## config.mk

```make
export PLATFORM = sky130hd
export DESIGN_NAME = quadtree_image_stream_decoder_flat
export DESIGN_NICKNAME = d
export VERILOG_FILES = /design/src/qtd_pkg.sv /design/src/qtd_byte_if.sv /design/src/qtd_fill_if.sv /design/src/qtd_cfg_if.sv /design/src/qtd_ctrl.sv /design/src/qtd_datapath.sv /design/src/quadtree_image_stream_decoder.sv /design/src/flat_wrapper.sv
export SDC_FILE = /design/constraint.sdc
export NUM_CORES = 1
export LEC_CHECK = 0
export BUFFER_PORTS_ARGS = -buffer_cell sky130_fd_sc_hd__buf_2
export CORE_MARGIN = 2
export CORE_UTILIZATION = 45
export DETAILED_ROUTE_END_ITERATION = 10
export PLACE_DENSITY_LB_ADDON = 0.08
export SLEW_MARGIN = 10
export SYNTH_ARGS = -nofsm -noshare
export SYNTH_HDL_FRONTEND = slang
export SYNTH_SLANG_ARGS = --single-unit
export TNS_END_PERCENT = 100
```

## constraint.sdc

```tcl
create_clock -name clk -period 9.3 [get_ports clk]
set_clock_uncertainty 0.1 [all_clocks]
set_input_delay 2.325 -clock clk [delete_from_list [all_inputs] [get_ports clk]]
set_output_delay 2.325 -clock clk [all_outputs]
set_load 0.01 [all_outputs]
```

## src/qtd_pkg.sv

```systemverilog
`timescale 1ns / 1ps

package qtd_pkg;

  localparam int BYTE_W  = 8;
  localparam int CFG_W   = 4;
  localparam int COORD_W = 10;
  localparam int SIDE_W  = 11;
  localparam int COLOR_W = 8;

  localparam logic [BYTE_W-1:0] TAG_LEAF  = 8'h4E;
  localparam logic [BYTE_W-1:0] TAG_SPLIT = 8'h42;
  localparam logic [CFG_W-1:0]  SIDE_LOG2_RESET = 4'd9;

  typedef enum logic [2:0] {
    ST_TAG,
    ST_RED,
    ST_GREEN,
    ST_BLUE,
    ST_CLIMB
  } qtd_state_t;

  typedef struct packed {
    logic restart;
    logic ld_red;
    logic ld_green;
    logic descend;
    logic cap_leaf;
    logic cap_bad;
    logic step;
  } qtd_cmd_t;

  typedef struct packed {
    logic is_leaf_tag;
    logic is_split_tag;
    logic can_split;
    logic level_zero;
    logic last_child;
  } qtd_status_t;

endpackage

```

## src/qtd_byte_if.sv

```systemverilog
`timescale 1ns / 1ps

interface qtd_byte_if import qtd_pkg::*; ();
  logic              valid;
  logic              ready;
  logic [BYTE_W-1:0] stream_byte;

  modport source (output valid, output stream_byte, input ready);
  modport sink   (input valid, input stream_byte, output ready);
endinterface

```

## src/qtd_fill_if.sv

```systemverilog
`timescale 1ns / 1ps

interface qtd_fill_if import qtd_pkg::*; ();
  logic               valid;
  logic               ready;
  logic [COORD_W-1:0] region_x;
  logic [COORD_W-1:0] region_y;
  logic [SIDE_W-1:0]  region_side;
  logic [COLOR_W-1:0] fill_red;
  logic [COLOR_W-1:0] fill_green;
  logic [COLOR_W-1:0] fill_blue;
  logic               bad_tag;
  logic               image_done;

  modport source (output valid, output region_x, output region_y, output region_side,
                  output fill_red, output fill_green, output fill_blue,
                  output bad_tag, output image_done, input ready);
  modport sink   (input valid, input region_x, input region_y, input region_side,
                  input fill_red, input fill_green, input fill_blue,
                  input bad_tag, input image_done, output ready);
endinterface

```

## src/qtd_cfg_if.sv

```systemverilog
`timescale 1ns / 1ps

interface qtd_cfg_if import qtd_pkg::*; ();
  logic             valid;
  logic             ready;
  logic [CFG_W-1:0] image_side_log2;

  modport source (output valid, output image_side_log2, input ready);
  modport sink   (input valid, input image_side_log2, output ready);
endinterface

```

## src/qtd_ctrl.sv

```systemverilog
`timescale 1ns / 1ps

module qtd_ctrl import qtd_pkg::*; (
  input  logic        clk,
  input  logic        rst_n,
  input  logic        in_valid,
  output logic        in_ready,
  output logic        out_valid,
  input  logic        out_ready,
  input  logic        cfg_valid,
  input  qtd_status_t status,
  output qtd_cmd_t    cmd
);

  qtd_state_t state_r, state_nxt;
  logic       out_valid_r, out_valid_nxt;
  logic       in_beat;
  logic       split_ok;
  logic       finish;

  assign in_ready  = (state_r != ST_CLIMB) && (!out_valid_r || out_ready);
  assign in_beat   = in_valid && in_ready;
  assign split_ok  = status.is_split_tag && status.can_split;
  assign finish    = (state_r == ST_CLIMB) && (status.level_zero || !status.last_child);
  assign out_valid = out_valid_r;

  always_comb begin
    state_nxt = state_r;
    if (cfg_valid) begin
      state_nxt = ST_TAG;
    end else begin
      case (state_r)
        ST_TAG: begin
          if (in_beat) begin
            if (status.is_leaf_tag) begin
              state_nxt = ST_RED;
            end else if (split_ok) begin
              state_nxt = ST_TAG;
            end else begin
              state_nxt = ST_CLIMB;
            end
          end
        end
        ST_RED: begin
          if (in_beat) state_nxt = ST_GREEN;
        end
        ST_GREEN: begin
          if (in_beat) state_nxt = ST_BLUE;
        end
        ST_BLUE: begin
          if (in_beat) state_nxt = ST_CLIMB;
        end
        ST_CLIMB: begin
          if (finish) state_nxt = ST_TAG;
        end
        default: state_nxt = ST_TAG;
      endcase
    end
  end

  always_comb begin
    cmd          = '0;
    cmd.restart  = cfg_valid;
    cmd.ld_red   = (state_r == ST_RED) && in_beat;
    cmd.ld_green = (state_r == ST_GREEN) && in_beat;
    cmd.cap_leaf = (state_r == ST_BLUE) && in_beat;
    cmd.step     = (state_r == ST_CLIMB);
    if ((state_r == ST_TAG) && in_beat && !status.is_leaf_tag) begin
      cmd.descend = split_ok;
      cmd.cap_bad = !split_ok;
    end
  end

  always_comb begin
    out_valid_nxt = out_valid_r;
    if (out_ready) out_valid_nxt = 1'b0;
    if (finish) out_valid_nxt = 1'b1;
  end

  always_ff @(posedge clk) begin
    if (!rst_n) begin
      state_r     <= ST_TAG;
      out_valid_r <= 1'b0;
    end else begin
      state_r     <= state_nxt;
      out_valid_r <= out_valid_nxt;
    end
  end

endmodule

```

## src/qtd_datapath.sv

```systemverilog
`timescale 1ns / 1ps

module qtd_datapath import qtd_pkg::*; #(
  parameter int MAX_SIDE_LOG2 = 10
) (
  input  logic               clk,
  input  logic               rst_n,
  input  qtd_cmd_t           cmd,
  output qtd_status_t        status,
  input  logic [BYTE_W-1:0]  stream_byte,
  input  logic [CFG_W-1:0]   cfg_side_log2,
  output logic [COORD_W-1:0] region_x,
  output logic [COORD_W-1:0] region_y,
  output logic [SIDE_W-1:0]  region_side,
  output logic [COLOR_W-1:0] fill_red,
  output logic [COLOR_W-1:0] fill_green,
  output logic [COLOR_W-1:0] fill_blue,
  output logic               bad_tag,
  output logic               image_done
);

  localparam int LVL_W  = $clog2(MAX_SIDE_LOG2 + 1);
  localparam int PATH_W = (MAX_SIDE_LOG2 > 1) ? $clog2(MAX_SIDE_LOG2) : 1;
  localparam int POS_W  = MAX_SIDE_LOG2;
  localparam int SPAN_W = MAX_SIDE_LOG2 + 1;

  logic [CFG_W-1:0]   side_log2_r;
  logic [LVL_W-1:0]   level_r;
  logic [1:0]         path_r [MAX_SIDE_LOG2];
  logic [POS_W-1:0]   x_r, y_r;
  logic [COLOR_W-1:0] red_r, green_r;

  logic [COORD_W-1:0] region_x_r, region_y_r;
  logic [SIDE_W-1:0]  region_side_r;
  logic [COLOR_W-1:0] fill_red_r, fill_green_r, fill_blue_r;
  logic               bad_tag_r, image_done_r;

  logic [LVL_W-1:0]   lg_eff;
  logic [LVL_W-1:0]   shift;
  logic [PATH_W-1:0]  path_idx;
  logic [1:0]         cur_child, next_child;
  logic [POS_W-1:0]   bit_mask;
  logic [SPAN_W-1:0]  side;
  logic [POS_W-1:0]   x_step_nxt, y_step_nxt;

  assign lg_eff     = (side_log2_r > CFG_W'(MAX_SIDE_LOG2)) ? LVL_W'(MAX_SIDE_LOG2)
                                                          : LVL_W'(side_log2_r);
  assign shift      = lg_eff - level_r;
  assign path_idx   = PATH_W'(level_r - 1'b1);
  assign cur_child  = path_r[path_idx];
  assign next_child = cur_child + 2'd1;
  assign bit_mask   = POS_W'(1) << shift;
  assign side       = SPAN_W'(1) << shift;

  assign status.is_leaf_tag  = (stream_byte == TAG_LEAF);
  assign status.is_split_tag = (stream_byte == TAG_SPLIT);
  assign status.can_split    = (level_r < lg_eff);
  assign status.level_zero   = (level_r == '0);
  assign status.last_child   = (cur_child == 2'd3);

  // climb clears this level's bit, sibling move writes the new child's bits
  always_comb begin
    if (status.last_child) begin
      x_step_nxt = x_r & ~bit_mask;
      y_step_nxt = y_r & ~bit_mask;
    end else begin
      x_step_nxt = (x_r & ~bit_mask) | (next_child[0] ? bit_mask : '0);
      y_step_nxt = (y_r & ~bit_mask) | (next_child[1] ? bit_mask : '0);
    end
  end

  always_ff @(posedge clk) begin
    if (!rst_n) begin
      side_log2_r <= SIDE_LOG2_RESET;
      level_r     <= '0;
      x_r         <= '0;
      y_r         <= '0;
      for (int i = 0; i < MAX_SIDE_LOG2; i++) path_r[i] <= '0;
    end else if (cmd.restart) begin
      side_log2_r <= cfg_side_log2;
      level_r     <= '0;
      x_r         <= '0;
      y_r         <= '0;
      for (int i = 0; i < MAX_SIDE_LOG2; i++) path_r[i] <= '0;
    end else if (cmd.descend) begin
      level_r <= level_r + 1'b1;
    end else if (cmd.step && !status.level_zero) begin
      x_r <= x_step_nxt;
      y_r <= y_step_nxt;
      if (status.last_child) begin
        path_r[path_idx] <= '0;
        level_r          <= level_r - 1'b1;
      end else begin
        path_r[path_idx] <= next_child;
      end
    end
  end

  always_ff @(posedge clk) begin
    if (cmd.ld_red) red_r <= stream_byte;
    if (cmd.ld_green) green_r <= stream_byte;
    if (cmd.cap_leaf || cmd.cap_bad) begin
      region_x_r <= COORD_W'(x_r);
      region_y_r <= COORD_W'(y_r);
    end
    if (cmd.cap_leaf) begin
      region_side_r <= SIDE_W'(side);
      fill_red_r    <= red_r;
      fill_green_r  <= green_r;
      fill_blue_r   <= stream_byte;
      bad_tag_r     <= 1'b0;
    end
    if (cmd.cap_bad) begin
      region_side_r <= '0;
      fill_red_r    <= '0;
      fill_green_r  <= '0;
      fill_blue_r   <= '0;
      bad_tag_r     <= 1'b1;
    end
    if (cmd.step) image_done_r <= status.level_zero;
  end

  assign region_x    = region_x_r;
  assign region_y    = region_y_r;
  assign region_side = region_side_r;
  assign fill_red    = fill_red_r;
  assign fill_green  = fill_green_r;
  assign fill_blue   = fill_blue_r;
  assign bad_tag     = bad_tag_r;
  assign image_done  = image_done_r;

endmodule

```

## src/quadtree_image_stream_decoder.sv

```systemverilog
`timescale 1ns / 1ps
// channel  dir  payload
// in_if    in   stream_byte, one tag or color byte per beat
// out_if   out  region_x, region_y, region_side, fill rgb, bad_tag, image_done
// cfg_if   in   image_side_log2, restarts the tree at the root
//
// each tag, split or color byte is taken on a single beat
// a fill or error result is captured on the blue or tag beat and is offered once the climb
// state has stepped up the tree to the next sibling or to the root
// reset puts the tree at the root expecting a tag, with side log2 of 9
// a result waiting on out_ready holds, and a new byte is taken once it is taken

module quadtree_image_stream_decoder import qtd_pkg::*; #(
  parameter int MAX_SIDE_LOG2 = 10
) (
  input  logic        clk,
  input  logic        rst_n,
  qtd_byte_if.sink    in_if,
  qtd_fill_if.source  out_if,
  qtd_cfg_if.sink     cfg_if
);

  qtd_cmd_t    cmd;
  qtd_status_t status;

  assign cfg_if.ready = 1'b1;

  qtd_ctrl u_ctrl (
    .clk       (clk),
    .rst_n     (rst_n),
    .in_valid  (in_if.valid),
    .in_ready  (in_if.ready),
    .out_valid (out_if.valid),
    .out_ready (out_if.ready),
    .cfg_valid (cfg_if.valid),
    .status    (status),
    .cmd       (cmd)
  );

  qtd_datapath #(
    .MAX_SIDE_LOG2 (MAX_SIDE_LOG2)
  ) u_datapath (
    .clk           (clk),
    .rst_n         (rst_n),
    .cmd           (cmd),
    .status        (status),
    .stream_byte   (in_if.stream_byte),
    .cfg_side_log2 (cfg_if.image_side_log2),
    .region_x      (out_if.region_x),
    .region_y      (out_if.region_y),
    .region_side   (out_if.region_side),
    .fill_red      (out_if.fill_red),
    .fill_green    (out_if.fill_green),
    .fill_blue     (out_if.fill_blue),
    .bad_tag       (out_if.bad_tag),
    .image_done    (out_if.image_done)
  );

endmodule

```

## src/flat_wrapper.sv

```systemverilog
// flat-port wrapper written by rule: the top's interface ports become plain ports
module quadtree_image_stream_decoder_flat import qtd_pkg::*;
#(
  parameter int MAX_SIDE_LOG2 = 10
)
  (clk, rst_n, in_if_valid, in_if_stream_byte, in_if_ready, out_if_valid, out_if_region_x, out_if_region_y, out_if_region_side, out_if_fill_red, out_if_fill_green, out_if_fill_blue, out_if_bad_tag, out_if_image_done, out_if_ready, cfg_if_valid, cfg_if_image_side_log2, cfg_if_ready);
  qtd_byte_if in_if_i ();
  qtd_fill_if out_if_i ();
  qtd_cfg_if cfg_if_i ();
  input  logic clk;
  input  logic rst_n;
  input wire logic [$bits(in_if_i.valid)-1:0] in_if_valid;
  input wire logic [$bits(in_if_i.stream_byte)-1:0] in_if_stream_byte;
  output wire logic [$bits(in_if_i.ready)-1:0] in_if_ready;
  output wire logic [$bits(out_if_i.valid)-1:0] out_if_valid;
  output wire logic [$bits(out_if_i.region_x)-1:0] out_if_region_x;
  output wire logic [$bits(out_if_i.region_y)-1:0] out_if_region_y;
  output wire logic [$bits(out_if_i.region_side)-1:0] out_if_region_side;
  output wire logic [$bits(out_if_i.fill_red)-1:0] out_if_fill_red;
  output wire logic [$bits(out_if_i.fill_green)-1:0] out_if_fill_green;
  output wire logic [$bits(out_if_i.fill_blue)-1:0] out_if_fill_blue;
  output wire logic [$bits(out_if_i.bad_tag)-1:0] out_if_bad_tag;
  output wire logic [$bits(out_if_i.image_done)-1:0] out_if_image_done;
  input wire logic [$bits(out_if_i.ready)-1:0] out_if_ready;
  input wire logic [$bits(cfg_if_i.valid)-1:0] cfg_if_valid;
  input wire logic [$bits(cfg_if_i.image_side_log2)-1:0] cfg_if_image_side_log2;
  output wire logic [$bits(cfg_if_i.ready)-1:0] cfg_if_ready;
  assign in_if_i.valid = in_if_valid;
  assign in_if_i.stream_byte = in_if_stream_byte;
  assign in_if_ready = in_if_i.ready;
  assign out_if_valid = out_if_i.valid;
  assign out_if_region_x = out_if_i.region_x;
  assign out_if_region_y = out_if_i.region_y;
  assign out_if_region_side = out_if_i.region_side;
  assign out_if_fill_red = out_if_i.fill_red;
  assign out_if_fill_green = out_if_i.fill_green;
  assign out_if_fill_blue = out_if_i.fill_blue;
  assign out_if_bad_tag = out_if_i.bad_tag;
  assign out_if_image_done = out_if_i.image_done;
  assign out_if_i.ready = out_if_ready;
  assign cfg_if_i.valid = cfg_if_valid;
  assign cfg_if_i.image_side_log2 = cfg_if_image_side_log2;
  assign cfg_if_ready = cfg_if_i.ready;
  quadtree_image_stream_decoder #(.MAX_SIDE_LOG2(MAX_SIDE_LOG2)) u_core (.clk(clk), .rst_n(rst_n), .in_if(in_if_i), .out_if(out_if_i), .cfg_if(cfg_if_i));
endmodule
```

==> results.md <==
- The run finished with clean final reports.
- The logic gate share of total power is 0.041.
- STA puts the critical path data required time at ~6.9 ns.
- In this design, the critical path's most frequently occurring cell is sky130_fd_sc_hd__buf_2.
- Along the worst hold path, the cell count comes to 0.
- The floorplan step defined a die boundary enclosing 13600 sq um.
- Clock-pin slew was measured on the worst setup and hold paths at 0.05 ns.
- The count of antenna-violating nets left after detailed routing is 0.
- The number of setup buffers added after CTS is 0.
- The reg-to-reg critical path startpoint is u_core.u_datapath.level_r[0].
- The power per cell area is about 200 nW/um^2.
- The clock network fraction of design power is 0.476.
- The number of clock sinks is ~140.
- The total nets after synthesis is 487.
- The repair_antennas step left the layout with diodes totalling 0.
- The category of the worst setup path capture point is an output port.
- The internal power contribution is 1.06 mW.
- Setup violations remaining at the end of the flow were counted as 0.
- The detailed router finished its first iteration with 209 violations.
- The final-stage net count is 562.
- After detailed routing, the number of remaining DRC violations is 0.
- The routed layout has 3763 vias.
- The post-synthesis async set-or-reset flop share is 0.
- The first detailed-routing pass took 7 iterations.
- After synthesis the netlist holds a flip-flop and latch count of 137.
- The initial antenna violation count is 0.
- The peak fanout along the critical path is 2.
- The path class of the tightest hold or removal check is register to register.
- Counting along the longest clock path gives a buffer depth of 2.
- Across the run, the number of max-cap violations was 0.
- The endpoint of the worst register-to-register path is u_core.u_datapath.path_r[0][1].
- The share of total power dissipated in sequential elements is 0.483.
- Prior to clock tree synthesis, the placed netlist has a worst setup slack of 4.12 ns.
- Once placement completed, the tool counted placed cells totaling 686.
- The pin count of the biggest net entering global routing is 37.
- The max-slew violation count is 0.
- In the post-synthesis netlist, the biggest area contributors are sky130_fd_sc_hd__edfxtp_1 (36%), sky130_fd_sc_hd__dfxtp_1 (24%), sky130_fd_sc_hd__a22o_1 (3.7%).
- The starting density of the core is 0.456.
- The number of different library cells used by synthesis comes to 64.
- Summed over all layers, the routed wires come to 11.7 mm.
- The worst hold path terminates at u_core.u_datapath.region_x[1].
- The slew at the pin with the worst max-slew slack is 0.983 ns.
- The total overflow left after global routing is 0.
- The critical path class is primary input to output port.
- In the final layout, the share of cells above drive strength 1 is 0.236.
- The reg2reg setup slack is 4.76 ns.
- The cell taking the most area after synthesis is sky130_fd_sc_hd__edfxtp_1.
- The portion of the post-synthesis area used by sequential elements is 0.601.
- The routability-driven placement congestion ratio is 0.823.
- The prevailing post-synth register cell is sky130_fd_sc_hd__edfxtp_1.
- Data arrives at the worst endpoint at between 2 and 3 ns.
- The number of ports placed on the die boundary is 77.
- Buffers inserted to repair hold after CTS numbered 0.
- The count of flip-flops with a built-in enable after synthesis is 69.
- The H-tree was split into 4 levels.
- The worst setup path is launched from a primary input.
- The cell count after synthesis came out at between 400 and 500.
- During synthesis, Yosys emitted a total of 0 warnings.
- The worst reg2reg path depth is 9.
- The die is 117 microns tall.
- The worst-case headroom to the max-slew limit is 0.343.
- The number of gates resized after CTS is 0.
- The worst-case setup margin in the final layout is approximately 4.1 ns.
- The setup TNS is 0 ns.
- The area growth from synthesis to layout is 17.9%.
- The placement row count is 41.
- Counting the buffers created by CTS gives 17.
- The net switching share of the total power is 0.209.
- The number of global-route vias before repair is 3525.
- The average cell area after synthesis is 12.5 sq um.
- By count the netlist is led by sky130_fd_sc_hd__edfxtp_1 (69), sky130_fd_sc_hd__dfxtp_1 (68), sky130_fd_sc_hd__nor2_1 (41).
- The final critical path time including I/O delays and setup is 5.18 ns.
- Dividing the final minimum period by the clock period gives 0.557.
- The cell sitting at the root of the clock tree is a sky130_fd_sc_hd__clkbuf_16.
- The number of I/O port buffers is 75.
- The global-route usage over all layers is 0.186.
- The share of synthesized area in the top cell type comes to 0.363.
- The final number of hold-violating endpoints is 0.
- The CTS tree is done.
- Based on the critical path, the design can be clocked at up to 0.193 GHz.
- The switching component of the power is 280 uW.
- The later-pin clock latency in the skew report is 0.42 ns.
- After the flow finishes, the layout carries non-filler instances totaling 718.
- The wire length per cell is about 16 microns.
- In this run the static leakage power is 2.63 nW.
- sky130_fd_sc_hd__edfxtp_1 is the most common cell in the netlist.
- The cell area that synthesis handed to floorplanning was between 5000 and 6000 sq um.
- Setup repair after global routing left no endpoint under its margin.
- The library cell contributing the largest single delay on the critical path is sky130_fd_sc_hd__nor2b_1.
- The floorplan step defined a core boundary enclosing 12500 sq um.
- Traced cell by cell, the critical path runs through buf_2, nor2b_1, nor2_1, buf_2.
- The total power is 1.34 mW.
- On the worst path, the slowest cell contributes a delay of about 0.14 ns.
- Detailed placement finished with a half-perimeter wire length of just over 8 mm.
- The die outline width is 117 microns.
- The global-route wire length before repair is 18.9 mm.
- Using the TritonRoute via totals, the vias-per-cell ratio works out to 5.24.
- The worst-case vdd ir drop is around 0.11 mV.
metal layers:
| metal | GRT usage | wire length (microns) | part of all wire | vias to the layer above |
|---|---|---|---|---|
| met2 | 0.281 | 5410 | 0.46 | 103 |
| met3 | 0.0571 | 554 | 0.047 | 21 |
| met4 | 0.0737 | 219 | 0.019 | 0 |
| met5 | 0 | 0 | 0 | - |
| met1 | 0.250 | 5550 | 0.47 | 1789 |
| li1 | - | - | - | 1850 |
cell type report:
cell class / instances / area [sq um]
Multi-Input combinational cell: 282 / 2050
Clock buffer: 23 / 458
Fill cell: 1114 / 5790
Sequential cell: 137 / 3430
Clock inverter: 9 / 98.8
Timing Repair Buffer: 80 / 413
Tap cell: 172 / 215
Inverter: 15 / 63.8
worst max-delay path: cells and delay by family:
family,cells,cell delay [ns]
buf+inv,2,0.23
simple gates,2,0.19
worst max path at each step:
| stage | startpoint | to | slack [ns] | depth (start not counted) |
|---|---|---|---|---|
| 2_1_floorplan | out_if_ready | in_if_ready | 4.35 | 2 |
| 3_3_place_gp | out_if_ready | in_if_ready | 4.13 | 4 |
| 3_5_place_dp | out_if_ready | in_if_ready | 4.12 | 4 |
| 4_1_cts | out_if_ready | in_if_ready | 4.11 | 4 |
| 5_1_grt | out_if_ready | in_if_ready | 4.06 | 4 |
| 6_report | out_if_ready | in_if_ready | 4.12 | 4 |
logic make-up after synthesis:
kind of cell / count (synthesis) / share of synthesized area
other: 1 / 0.000657
AO/OA/AOI/OAI: 98 / 0.123
AND/OR/NAND/NOR: 140 / 0.129
flip-flops: 137 / 0.601
adder cells (fa/ha/maj): 12 / 0.0276
buffers and inverters: 39 / 0.0401
multiplexers: 24 / 0.0673
XOR/XNOR: 7 / 0.0107
layout by cell type, fill, tap and decap left out, types with 7 or more instances in the layout:
cell type,synthesis,layout
sky130_fd_sc_hd__clkbuf_16,0,17
sky130_fd_sc_hd__nor2b_1,8,7
sky130_fd_sc_hd__a21oi_1,15,15
sky130_fd_sc_hd__dfxtp_1,68,68
sky130_fd_sc_hd__nor3_1,19,19
sky130_fd_sc_hd__edfxtp_1,69,69
sky130_fd_sc_hd__ha_1,11,11
sky130_fd_sc_hd__a22o_1,24,24
sky130_fd_sc_hd__nand2_1,26,26
sky130_fd_sc_hd__nand3_1,10,10
sky130_fd_sc_hd__o21ai_0,26,26
sky130_fd_sc_hd__inv_1,13,13
sky130_fd_sc_hd__nor2_1,41,41
sky130_fd_sc_hd__mux2i_1,14,14
sky130_fd_sc_hd__buf_2,5,75
sky130_fd_sc_hd__mux4_1,7,7
sky130_fd_sc_hd__o2bb2ai_1,11,11
stage by stage:
step,instance area (sq um),utilization,hold WS [ns]
after detailed placement,6170,0.493,0.312
after CTS,6730,0.538,0.329
after global placement,6170,0.493,0.315
after floorplan,5710,-,0.302
final,6730,0.538,0.325
after global routing,6730,0.538,0.346
power by group through the flow:
stage,Combinational [mW],Sequential [mW],Clock (mW)
after CTS,0.0558,0.646,0.649
after global placement,0.0553,0.659,0
final,0.0549,0.646,0.637
after detailed placement,0.0557,0.659,0
after global routing,0.0612,0.647,0.677
after floorplan,0.0346,0.661,0
Power figures use the tool's default switching activity.
